[config.mk]
export PLATFORM = sky130hd
export DESIGN_NAME = bsit_ctrl
export DESIGN_NICKNAME = d
export VERILOG_FILES = /design/src/bsit_pkg.sv /design/src/bsit_ctrl.sv
export SDC_FILE = /design/constraint.sdc
export NUM_CORES = 1
export LEC_CHECK = 0
export BUFFER_PORTS_ARGS = -buffer_cell sky130_fd_sc_hd__buf_2
export CORE_MARGIN = 2
export CORE_UTILIZATION = 30
export DETAILED_ROUTE_END_ITERATION = 12
export PLACE_DENSITY = 0.65
export SYNTH_ARGS = -nofsm -noshare
export SYNTH_HDL_FRONTEND = slang
export SYNTH_SLANG_ARGS = --single-unit
[constraint.sdc]
create_clock -name i_clk -period 1.8 [get_ports i_clk]
set_input_delay 0.09 -clock i_clk [delete_from_list [all_inputs] [get_ports i_clk]]
set_output_delay 0.09 -clock i_clk [all_outputs]
set_load 0.01 [all_outputs]
[src/bsit_pkg.sv]
`default_nettype none
package bsit_pkg;

    localparam int SLOTS     = 256;
    localparam int WORDS     = 8;
    localparam int WORD_BITS = 32;
    localparam int BUCKETS   = 256;

    localparam int SLOT_W  = $clog2(SLOTS);
    localparam int LINK_W  = SLOT_W + 1;
    localparam int WIDX_W  = $clog2(WORDS);
    localparam int WCNT_W  = WIDX_W + 1;
    localparam int BKT_W   = $clog2(BUCKETS);
    localparam int BCNT_W  = BKT_W + 1;
    localparam int DCNT_W  = $clog2(WORD_BITS);
    localparam int ADDR_W  = 3;

    localparam logic [LINK_W-1:0] NIL_LINK    = LINK_W'(SLOTS);
    localparam logic [BCNT_W-1:0] BUCKETS_RST = BCNT_W'(251);
    localparam logic [3:0]        WORDS_RST   = 4'd8;

    // register index, taken from paddr[2]
    localparam logic REG_BUCKET_COUNT = 1'b0;
    localparam logic REG_WORDS_IN_USE = 1'b1;

    typedef enum logic [1:0] {
        REQ_CLAIM  = 2'd0,
        REQ_WRITE  = 2'd1,
        REQ_INTERN = 2'd2,
        REQ_UNSET  = 2'd3
    } t_req;

    typedef struct packed {
        logic [1:0]           req_type;
        logic [SLOT_W-1:0]    slot;
        logic [WIDX_W-1:0]    word_index;
        logic [WORD_BITS-1:0] word_value;
    } t_in_beat;

    typedef struct packed {
        logic [SLOT_W-1:0] result_slot;
        logic              flag;
    } t_out_beat;

    typedef enum logic [4:0] {
        S_IDLE, S_DISP, S_WR,
        S_U_SRD, S_U_SLD, S_U_CHK, S_U_NXT, S_U_END,
        S_DIV_INIT, S_DIV, S_HEAD_RD, S_HEAD_LD,
        S_I_CLR, S_I_RD, S_I_ACC, S_I_CHK, S_I_CMP, S_I_WRD, S_I_WACC,
        S_I_INS1, S_I_INS2, S_DONE
    } t_state;

    typedef struct packed {
        logic lat_req;
        logic wr_word;
        logic rd_w;
        logic w_cur;
        logic rd_sig;
        logic sig_cur;
        logic rd_nl;
        logic sig_ld_rd;
        logic fold_clr;
        logic fold_acc;
        logic i_clr;
        logic i_inc;
        logic div_init;
        logic div_step;
        logic rd_head;
        logic ld_cur_head;
        logic adv;
        logic unlink_wr;
        logic clr_pooled;
        logic ins_nl;
        logic ins_link;
        logic flag_set;
        logic set_res_cur;
        logic out_load;
    } t_cmd;

    typedef struct packed {
        logic [1:0] req;
        logic       pooled_s;
        logic       cur_nil;
        logic       cur_is_s;
        logic       n_done;
        logic       sig_gt;
        logic       sig_eq;
        logic       word_eq;
        logic       i_last;
        logic       div_last;
        logic       out_busy;
    } t_sts;

endpackage
`default_nettype wire

[src/bsit_ctrl.sv]
`default_nettype none
module bsit_ctrl (
    input  wire logic           i_clk,
    input  wire logic           i_rst_n,
    input  wire logic           i_in_valid,
    output logic                o_in_ready,
    input  wire bsit_pkg::t_sts i_sts,
    output bsit_pkg::t_cmd      o_cmd
);
    import bsit_pkg::*;

    t_state r_state, n_state;
    logic   r_unl, n_unl;

    always_ff @(posedge i_clk) begin
        if (!i_rst_n) begin
            r_state <= S_IDLE;
            r_unl   <= 1'b0;
        end else begin
            r_state <= n_state;
            r_unl   <= n_unl;
        end
    end

    always_comb begin
        n_state = r_state;
        n_unl   = r_unl;
        case (r_state)
            S_IDLE: if (i_in_valid) n_state = S_DISP;
            S_DISP: begin
                case (t_req'(i_sts.req))
                    REQ_WRITE:  n_state = S_WR;
                    REQ_INTERN: n_state = i_sts.pooled_s ? S_U_SRD : S_I_CLR;
                    default:    n_state = i_sts.pooled_s ? S_U_SRD : S_DONE;
                endcase
                n_unl = i_sts.pooled_s;
            end
            S_WR:       n_state = S_DONE;
            S_U_SRD:    n_state = S_U_SLD;
            S_U_SLD:    n_state = S_DIV_INIT;
            S_DIV_INIT: n_state = S_DIV;
            S_DIV:      if (i_sts.div_last) n_state = S_HEAD_RD;
            S_HEAD_RD:  n_state = S_HEAD_LD;
            S_HEAD_LD:  n_state = r_unl ? S_U_CHK : S_I_CHK;
            S_U_CHK:    n_state = (i_sts.n_done || i_sts.cur_nil) ? S_U_END : S_U_NXT;
            S_U_NXT:    n_state = i_sts.cur_is_s ? S_U_END : S_U_CHK;
            S_U_END: begin
                n_unl   = 1'b0;
                n_state = (t_req'(i_sts.req) == REQ_INTERN) ? S_I_CLR : S_DONE;
            end
            S_I_CLR:    n_state = S_I_RD;
            S_I_RD:     n_state = S_I_ACC;
            S_I_ACC:    n_state = i_sts.i_last ? S_DIV_INIT : S_I_RD;
            S_I_CHK:    n_state = (i_sts.n_done || i_sts.cur_nil) ? S_I_INS1 : S_I_CMP;
            S_I_CMP: begin
                if (i_sts.sig_gt) n_state = S_I_INS1;
                else if (i_sts.sig_eq) n_state = S_I_WRD;
                else n_state = S_I_CHK;
            end
            S_I_WRD:    n_state = S_I_WACC;
            S_I_WACC: begin
                if (!i_sts.word_eq) n_state = S_I_CHK;
                else if (i_sts.i_last) n_state = S_DONE;
                else n_state = S_I_WRD;
            end
            S_I_INS1:   n_state = S_I_INS2;
            S_I_INS2:   n_state = S_DONE;
            S_DONE:     if (!i_sts.out_busy) n_state = S_IDLE;
            default:    n_state = S_IDLE;
        endcase
    end

    always_comb begin
        o_cmd      = '0;
        o_in_ready = (r_state == S_IDLE);
        case (r_state)
            S_IDLE:     o_cmd.lat_req = i_in_valid;
            S_WR:       o_cmd.wr_word = 1'b1;
            S_U_SRD:    o_cmd.rd_sig = 1'b1;
            S_U_SLD:    o_cmd.sig_ld_rd = 1'b1;
            S_DIV_INIT: o_cmd.div_init = 1'b1;
            S_DIV:      o_cmd.div_step = 1'b1;
            S_HEAD_RD:  o_cmd.rd_head = 1'b1;
            S_HEAD_LD:  o_cmd.ld_cur_head = 1'b1;
            S_U_CHK:    o_cmd.rd_nl = !(i_sts.n_done || i_sts.cur_nil);
            S_U_NXT: begin
                if (i_sts.cur_is_s) begin
                    o_cmd.unlink_wr = 1'b1;
                    o_cmd.flag_set  = (t_req'(i_sts.req) == REQ_UNSET);
                end else begin
                    o_cmd.adv = 1'b1;
                end
            end
            S_U_END:    o_cmd.clr_pooled = 1'b1;
            S_I_CLR: begin
                o_cmd.fold_clr = 1'b1;
                o_cmd.i_clr    = 1'b1;
            end
            S_I_RD:     o_cmd.rd_w = 1'b1;
            S_I_ACC: begin
                o_cmd.fold_acc = 1'b1;
                o_cmd.i_inc    = 1'b1;
            end
            S_I_CHK: begin
                o_cmd.rd_sig  = !(i_sts.n_done || i_sts.cur_nil);
                o_cmd.sig_cur = 1'b1;
                o_cmd.rd_nl   = !(i_sts.n_done || i_sts.cur_nil);
            end
            S_I_CMP: begin
                o_cmd.i_clr = !i_sts.sig_gt && i_sts.sig_eq;
                o_cmd.adv   = !i_sts.sig_gt && !i_sts.sig_eq;
            end
            S_I_WRD: begin
                o_cmd.rd_w  = 1'b1;
                o_cmd.w_cur = 1'b1;
            end
            S_I_WACC: begin
                if (!i_sts.word_eq) o_cmd.adv = 1'b1;
                else if (i_sts.i_last) o_cmd.set_res_cur = 1'b1;
                else o_cmd.i_inc = 1'b1;
            end
            S_I_INS1:   o_cmd.ins_nl = 1'b1;
            S_I_INS2: begin
                o_cmd.ins_link = 1'b1;
                o_cmd.flag_set = 1'b1;
            end
            S_DONE:     o_cmd.out_load = !i_sts.out_busy;
            default:    o_cmd = '0;
        endcase
    end
endmodule
`default_nettype wire

==> results_dict.tcl, run 1 <==
set metrics [dict create \
    status "finished clean" \
    period_minus_slack_ns 1.699 \
    hold_viol_final 0 \
    grt_pass1_vias 1114 \
    drtPass1Iterations 4 \
    post-place-ws_ns 0.1538 \
    antenna_found_initial 0 \
    clk_latency_ns 0.27 \
    synth-edff-count 0 \
    antenna_left 0 \
    fill_cells 350 \
    cts_tree "yes" \
    ys_seq_area_share_pct 12.31 \
    slew_headroom_pct 79.03 \
    final.setup.tns_ns 0 \
    final_max_slew_viol_count 0 \
    cp_max_fo 14 \
    track_usage_pct 19.26 \
    ys_ff_latch 6 \
    placementRows 20 \
    worstSetupPathType "flip-flop to primary output" \
    cts.sinks 6 \
    post-route-period-util_pct 94.39 \
    worst_pin_slew_ns 0.3125 \
    critPathCaptureType "primary output" \
    grt_max_degree 16 \
    setup_violations 0 \
    netlist_area_um2 975.9 \
    fmax_mhz 588.6 \
    die_w_um 61.04 \
    routed_wl_um 3343 \
    drv_cap 0 \
    grt_pass1_wl_um 5354 \
    synthesis.nets 168 \
    cts_root_buf "clkbuf_4" \
    place_congestion 0.9067 \
    synth_warnings 0 \
    syn_area_per_cell_um2 6.506 \
    drtIter0Drc 104 \
    n_antenna_cell 0 \
    power_leakage_nw 0.5936 \
    reg2reg_from "r_state[4]$_SDFFE_PN0P_" \
    crit_start "r_state[1]$_SDFFE_PN0P_" \
    powerDensity_nw_per_um2 1328 \
    viasPerCell 5.383 \
    drcViolationCount 0 \
    finClkSkew_ns 0.02123 \
    wire_per_inst_um 14.23 \
    totalPowerFinal_mw 1.688 \
    timing.final.ws_setup_ns 0.1010 \
    worstPathRequired_ns 1.71 \
    h-tree-depth 1 \
    synth_top_flop_cell "dfxtp_1" \
    start_kind "flip-flop" \
    async_flop_share_pct 0 \
    synthCells 150 \
    clkSlewWorstSetupHoldPaths_ns 0.06 \
    cts_made_buffers 3 \
    vdd_drop_max_mv 0.5841 \
    core_um2 3078 \
    syn_to_final_growth_pct 30.26 \
    min_from "i_rst_n" \
    fin_util_pct 41.30 \
    drive_gt1_share_pct 33.51 \
    ctsHoldBuffers 0 \
    worstPathArrival_ns 1.61 \
    synth_cell_types 52 \
    cts_max_path_buffers 2 \
    io_pins 40 \
    min_path_type "input port to flip-flop" \
    nets 211 \
    port_buffers 39 \
    hold_ws_ns 0.1458 \
    overflow 0 \
    start_util_pct 31.71 \
    via_count 1265 \
    die_h_um 61.04 \
    place_hpwl_um 2579 \
    dieArea_um2 3725 \
]
-- routing by layer --
| metal | global-route usage [%] | share of wire, % | wire, um | up-vias |
|---|---|---|---|---|
| met5 | 0 | 0 | 0 | - |
| met4 | 5.901 | 1.1 | 36 | 0 |
| met3 | 2.941 | 6.7 | 224 | 4 |
| met2 | 30.09 | 48 | 1591 | 50 |
| met1 | 27.26 | 45 | 1491 | 584 |
| li1 | - | - | - | 627 |
-- state kept, by name, indices dropped and copies added, names as in the netlist --
| name | flops |
|---|---|
| r_state | 5 |
| r_unl | 1 |
-- Yosys cell counts (2+ instances only) --
master | number | area [um2]
inv_1 | 4 | 15.01
nand3b_1 | 2 | 15.01
dfxtp_1 | 6 | 120.1
buf_6 | 2 | 22.52
a21boi_1 | 2 | 15.01
a311oi_1 | 2 | 17.52
nand4_1 | 3 | 18.77
nand2_1 | 14 | 52.55
a31oi_1 | 3 | 18.77
o21a_1 | 2 | 15.01
o22ai_1 | 2 | 12.51
clkbuf_1 | 4 | 15.01
o21ai_0 | 6 | 30.03
nor2b_1 | 3 | 18.77
o2111ai_1 | 2 | 17.52
ha_1 | 3 | 37.54
nand2b_1 | 7 | 43.79
nor3b_1 | 3 | 22.52
o311a_1 | 2 | 20.02
nand3_1 | 3 | 15.01
a21oi_1 | 7 | 35.03
nor3_1 | 6 | 30.03
buf_2 | 4 | 20.02
nor2_1 | 26 | 97.59
a21o_1 | 3 | 22.52
o31a_1 | 2 | 17.52
or3b_2 | 2 | 17.52
-- logic make-up after synthesis --
kind of cell / after synthesis / synth area share [%]
AOI/OAI and AO/OA: 42 / 30.00
xor gates and xnor gates: 1 / 0.8976
adders and majority gates: 3 / 3.847
buffers and inverters: 16 / 8.589
DFF: 6 / 12.31
muxes: 1 / 1.026
and+or+nand+nor: 81 / 43.34
-- layout make-up --
type	instances	area (um2)	area share, %
Clock buffer	3	22.52	1.772
Inverter	5	18.77	1.476
Multi-Input combinational cell	128	779.5	61.32
Sequential cell	6	125.1	9.843
Tap cell	44	55.05	4.331
Timing Repair Buffer	49	270.3	21.26
-- report_power, final --
part	leakage (nW)	switching [mW]	internal, mW	total [mW]
Combinational	0.529	0.696	0.541	1.24
Sequential	0.0507	0.116	0.195	0.311
Clock	0.0138	0.0635	0.0764	0.140
Total	0.594	0.875	0.813	1.69
-- timing repair --
| action | in CTS | in global routing |
|---|---|---|
| resized for setup | 3 | 3 |
| setup endpoints to repair | 3 | 9 |
| buffers inserted | 0 | 0 |
| hold endpoints to repair | 0 | 0 |
| pin swaps | 0 | 1 |
-- critical path, cell delays in order, from the launching register on --
cell and delay [ns]:
dfxtp_2 0.44, buf_4 0.22, nand2_1 0.15, nor2_1 0.26
a21o_1 0.15, buf_2 0.12
-- stage by stage --
stage,instances,cell area [um2]
4_1_cts,235,1267
6_report,235,1271
3_5_place_dp,232,1236
3_3_place_gp,232,1236
5_1_grt,235,1271
2_1_floorplan,150,975.9
-- layout by cell type (no fill, tap or decap), drive strengths merged, types with 3 or more instances in the layout --
cell type  instances
nor2b              3
nor3               6
nor3b              3
dfxtp              6
a21oi              7
nand2b             7
nand4              3
inv                5
a21o               3
nand2             14
o21ai              8
buf               49
nand3              3
nor2              27
ha                 3
a31oi              3
clkbuf             3
-- final timing paths --
| kind | slack (ns) | endpoint | cells past startpoint |
|---|---|---|---|
| max reg2reg | 0.12 | r_state[1]$_SDFFE_PN0P_ | 6 |
| max | 0.10 | o_cmd[2] | 5 |
| min | 0.15 | r_state[3]$_SDFFE_PN0P_ | 2 |
| min reg2reg | 0.56 | r_unl$_SDFFE_PN0P_ | 2 |
Power figures use the tool's default switching activity.
==> run 2, diff against run 1 <==
CORE_UTILIZATION = 48   (was 30)
PLACE_DENSITY = 0.91   (was 0.65)
==> results_dict.tcl, run 2 (same netlist as run 1, synthesis figures left out) <==
set metrics [dict create \
    syn_to_final_growth_pct 29.87 \
    viasPerCell 6.237 \
    routed_wl_um 3441 \
    wire_per_inst_um 15.71 \
    final.setup.tns_ns 0 \
    drtIter0Drc 100 \
    min_from "i_rst_n" \
    p_switching_uw 917.7 \
    cp_cell_sequence "buf_4, or3_1, nor2_1, and2_1, buf_2" \
    totalPowerFinal_mw 1.751 \
    reg2reg_slack_ns 0.15 \
    slew_headroom_pct 80.97 \
    fin_util_pct 65.27 \
    status "finished clean" \
    reg2reg_depth 4 \
    slowest_stage "or3_1" \
    die_h_um 49.09 \
    critPathCaptureType "primary output" \
    drive_gt1_share_pct 34.90 \
    max_stage_delay_ns 0.46 \
    layout_common_cells "39 x buf_2, 25 x nor2_1, 14 x nand2_1" \
    hold_viol_final 0 \
    clk_latency_ns 0.26 \
    grt_pass1_vias 1271 \
    worstSetupPathType "flip-flop to primary output" \
    p_int_uw 833.4 \
    r2r-end "r_state[0]$_SDFFE_PN0P_" \
    cts_tree "yes" \
    powerDensity_nw_per_um2 1382 \
    vdd_drop_max_mv 0.6353 \
    min_path_type "input port to flip-flop" \
    dieArea_um2 2410 \
    period_minus_slack_ns 1.766 \
    regMostFlops "r_state" \
    port_buffers 39 \
    grt_pass1_wl_um 5630 \
    reg_top3 "r_state: 5 flops, r_unl: 1 flops" \
    h-tree-depth 1 \
    min_to "r_state[2]$_SDFFE_PN0P_" \
    cp_top_family "simple AND/OR/NAND/NOR gates" \
    clock_power_share_pct 7.8 \
    antenna_found_initial 0 \
    io_pins 40 \
    p_sw_share_pct 52.41 \
    overflow 0 \
    worstPathRequired_ns 1.71 \
    reg2reg_from "r_state[4]$_SDFFE_PN0P_" \
    cts_root_buf "clkbuf_4" \
    core_um2 1942 \
    grt_max_degree 15 \
    final_max_slew_viol_count 0 \
    worstPathArrival_ns 1.68 \
    fmax_mhz 566.3 \
    nets 212 \
    placementRows 16 \
    finClkSkew_ns 0.003909 \
    place_congestion 0.9392 \
    post-route-period-util_pct 98.11 \
    drv_cap 0 \
    cts_max_path_buffers 2 \
    cp_max_fo 11 \
    antenna_left 0 \
    die_w_um 49.09 \
    cts_made_buffers 3 \
    rsz0062_at_grt "false" \
    drtPass1Iterations 5 \
    drcViolationCount 0 \
    p_seq_share_pct 19.4 \
    n_antenna_cell 0 \
    via_count 1366 \
    start_util_pct 50.26 \
    path_buf_inv 2 \
    place_hpwl_um 2661 \
    place_area_um2 1222 \
    hold_ws_ns 0.1123 \
    power_leakage_nw 0.5972 \
    track_usage_pct 29.61 \
    largest_reg_flops 5 \
    fill_cells 180 \
    hold_path_depth 2 \
    pwr-share-comb_pct 72.7 \
    clkSlewWorstSetupHoldPaths_ns 0.05 \
    worst_pin_slew_ns 0.2835 \
    ctsHoldBuffers 0 \
    design_area_um2 1267 \
    start_kind "flip-flop" \
    setup_violations 0 \
    final_common_cell "buf_2" \
    cts.sinks 6 \
]
==> run 2: worst register-to-register path: cells and delay by family (launching register included) <==
family,cells,cell delay (ns)
flops,1,0.37
buf+inv,1,0.16
simple gates,1,0.46
compound gates,2,0.54
==> run 2: final cells by class <==
| type | instances | area, um2 | share of cell area [%] |
|---|---|---|---|
| clock buffer | 3 | 22.52 | 1.777 |
| timing repair buffer | 50 | 277.8 | 21.91 |
| inverter | 5 | 18.77 | 1.481 |
| tap | 27 | 33.78 | 2.665 |
| multi-input combinational | 128 | 784.5 | 61.90 |
| sequential | 6 | 130.1 | 10.27 |
==> run 2: power groups by stage <==
stage	clock (mW)	combinational [mW]	sequential (mW)
2_1_floorplan	0	0.940	0.222
3_3_place_gp	0	1.19	0.310
3_5_place_dp	0	1.22	0.312
4_1_cts	0.142	1.23	0.320
5_1_grt	0.149	1.37	0.347
6_report	0.137	1.27	0.340
==> run 2: timing repair <==
| action | CTS | global route |
|---|---|---|
| buffers inserted | 0 | 0 |
| gates resized for setup | 5 | 5 |
| cloned | 0 | 0 |
| endpoints found under the hold margin | 0 | 0 |
| endpoints found under the setup margin | 5 | 4 |
==> run 2: per-layer routing <==
| layer | track usage, % | up-vias | wire [um] |
|---|---|---|---|
| li1 | - | 632 | - |
| met1 | 35.14 | 610 | 1295 |
| met2 | 49.55 | 104 | 1614 |
| met3 | 3.988 | 20 | 356 |
| met4 | 19.05 | 0 | 174 |
| met5 | 0 | - | 0 |
==> run 2: metrics by stage <==
stage               worst slack (ns)  cells
global placement              0.1468    216
global route                0.007149    219
detailed placement           0.09753    216
floorplan                     0.2764    150
finish                       0.03402    219
CTS                          0.05530    219
==> run 2: worst max-delay path by stage <==
stage               slack, ns                     from                 endpoint  cells after the start
floorplan                0.28  r_state[3]$_SDFFE_PN0P_  r_state[4]$_SDFFE_PN0P_                      7
global placement         0.15  r_state[0]$_SDFFE_PN0P_  r_state[1]$_SDFFE_PN0P_                      5
detailed placement        0.1  r_state[0]$_SDFFE_PN0P_  r_state[1]$_SDFFE_PN0P_                      5
CTS                      0.06  r_state[3]$_SDFFE_PN0P_                 o_cmd[2]                      6
global route            0.007  r_state[4]$_SDFFE_PN0P_                o_cmd[23]                      5
finish                   0.03  r_state[4]$_SDFFE_PN0P_                o_cmd[23]                      5
==> run 3, diff against run 2 <==
CORE_UTILIZATION = 50   (was 48)
CTS_BUF_LIST = sky130_fd_sc_hd__clkbuf_8   (was default)
PLACE_DENSITY = 0.94   (was 0.91)
==> results_dict.tcl, run 3 (same netlist as run 1, synthesis figures left out) <==
set metrics [dict create \
    die_w_um 48.18 \
    drtPass1Iterations 4 \
    clk_latency_ns 0.23 \
    drcViolationCount 0 \
    antenna_found_initial 0 \
    track_usage_pct 31.75 \
    syn_to_final_growth_pct 29.87 \
    critPathCaptureType "flip-flop" \
    start_util_pct 54.74 \
    drive_gt1_share_pct 33.68 \
    reg_top3 "r_state: 5 flops, r_unl: 1 flops" \
    clock_power_share_pct 11.5 \
    finClkSkew_ns 0.006912 \
    r2r-end "r_state[0]$_SDFFE_PN0P_" \
    powerDensity_nw_per_um2 1408 \
    pwr-share-comb_pct 69.5 \
    place_congestion 0.9808 \
    cts_root_buf "clkbuf_8" \
    overflow 0 \
    vdd_drop_max_mv 0.8558 \
    routed_wl_um 3454 \
    worstPathRequired_ns 1.97 \
    rsz0062_at_grt "false" \
    die_h_um 48.18 \
    start_kind "flip-flop" \
    post-route-period-util_pct 97.54 \
    p_int_uw 868.5 \
    min_from "i_rst_n" \
    io_pins 40 \
    final.setup.tns_ns 0 \
    status "finished clean" \
    cts_tree "yes" \
    p_switching_uw 916.3 \
    antenna_left 0 \
    p_seq_share_pct 19.0 \
    regMostFlops "r_state" \
    drtIter0Drc 91 \
    design_area_um2 1267 \
    worstSetupPathType "flip-flop to flip-flop" \
    core_um2 1783 \
    viasPerCell 6.353 \
    ctsHoldBuffers 0 \
    grt_max_degree 16 \
    worstPathArrival_ns 1.93 \
    hold_viol_final 0 \
    fmax_mhz 569.5 \
    fill_cells 136 \
    cts_setup_buffers 0 \
    reg2reg_slack_ns 0.04 \
    reg2reg_depth 5 \
    min_to "r_state[2]$_SDFFE_PN0P_" \
    p_sw_share_pct 51.34 \
    power_leakage_nw 0.5955 \
    grt_pass1_wl_um 5175 \
    placementRows 15 \
    setup_violations 0 \
    port_buffers 39 \
    cts.sinks 6 \
    fin_util_pct 71.09 \
    layout_common_cells "39 x buf_2, 25 x nor2_1, 13 x nand2_1" \
    reg2reg_from "r_state[0]$_SDFFE_PN0P_" \
    dieArea_um2 2321 \
    period_minus_slack_ns 1.756 \
    wire_per_inst_um 16.07 \
    min_path_type "input port to flip-flop" \
    place_hpwl_um 2575 \
    place_area_um2 1205 \
    h-tree-depth 1 \
    hold_path_depth 2 \
    via_count 1366 \
    final_max_slew_viol_count 0 \
    grt_pass1_vias 1138 \
    cts_resized 3 \
    cts_max_path_buffers 2 \
    cp_max_fo 13 \
    worst_pin_slew_ns 0.5130 \
    clkSlewWorstSetupHoldPaths_ns 0.04 \
    slew_headroom_pct 65.75 \
    n_antenna_cell 0 \
    largest_reg_flops 5 \
    final_common_cell "buf_2" \
    cts_made_buffers 3 \
    drv_cap 0 \
    nets 210 \
]
-- run 3: cell count changes in the layout (fill, tap and decap cells not counted), moves of 2 or more --
cell	before	now
buf_4	11	9
clkbuf_4	3	0
clkbuf_8	0	3
dfxtp_4	2	0
-- run 3: how the worst max path moves through the flow --
stage                            start                 endpoint  slack (ns)  cells past startpoint
2_1_floorplan  r_state[3]$_SDFFE_PN0P_  r_state[4]$_SDFFE_PN0P_        0.28                      7
3_3_place_gp   r_state[1]$_SDFFE_PN0P_                 o_cmd[2]        0.17                      6
3_5_place_dp   r_state[2]$_SDFFE_PN0P_                o_cmd[12]        0.11                      5
4_1_cts        r_state[1]$_SDFFE_PN0P_                 o_cmd[2]       0.009                      6
5_1_grt        r_state[2]$_SDFFE_PN0P_                o_cmd[12]        0.02                      5
6_report       r_state[0]$_SDFFE_PN0P_  r_state[0]$_SDFFE_PN0P_        0.04                      5
-- run 3: routing by layer --
| metal | vias up | routed length (um) | track usage [%] |
|---|---|---|---|
| met1 | 629 | 1281 | 38.14 |
| met3 | 17 | 321 | 7.407 |
| met4 | 0 | 144 | 10.81 |
| met5 | - | 0 | 0 |
| met2 | 91 | 1706 | 55.00 |
| li1 | 629 | - | - |
-- run 3: critical path, stage by stage, from the launching register on --
cell       delay (ns)
dfxtp_1          0.63
or4bb_1          0.45
a21oi_1          0.20
o21bai_1         0.12
o2111ai_1        0.14
a22o_1           0.16
-- run 3: cell type report --
cell class                 instances  area [um2]  area share (%)
tap                               25       31.28           2.468
clock buffer                       3       41.29           3.258
multi-input combinational        128       789.5           62.29
inverter                           5       18.77           1.481
timing repair buffer              48       262.8           20.73
sequential                         6       123.9           9.773
-- run 3: power by group through the flow --
| stage | clock (mW) | combinational [mW] | sequential (mW) |
|---|---|---|---|
| 6_report | 0.205 | 1.24 | 0.339 |
| 5_1_grt | 0.212 | 1.34 | 0.346 |
| 4_1_cts | 0.207 | 1.20 | 0.323 |
| 3_5_place_dp | 0 | 1.18 | 0.319 |
| 3_3_place_gp | 0 | 1.13 | 0.311 |
| 2_1_floorplan | 0 | 0.940 | 0.222 |
-- run 3: per-stage QoR --
step / hold slack [ns] / power [mW] / instances / worst slack (ns)
3_3_place_gp: 0.3820 / 1.439 / 212 / 0.1719
2_1_floorplan: 0.2179 / 1.162 / 150 / 0.2764
3_5_place_dp: 0.4094 / 1.499 / 212 / 0.1137
4_1_cts: 0.1770 / 1.728 / 215 / 0.008560
5_1_grt: 0.1899 / 1.896 / 215 / 0.01847
6_report: 0.1758 / 1.785 / 215 / 0.04422
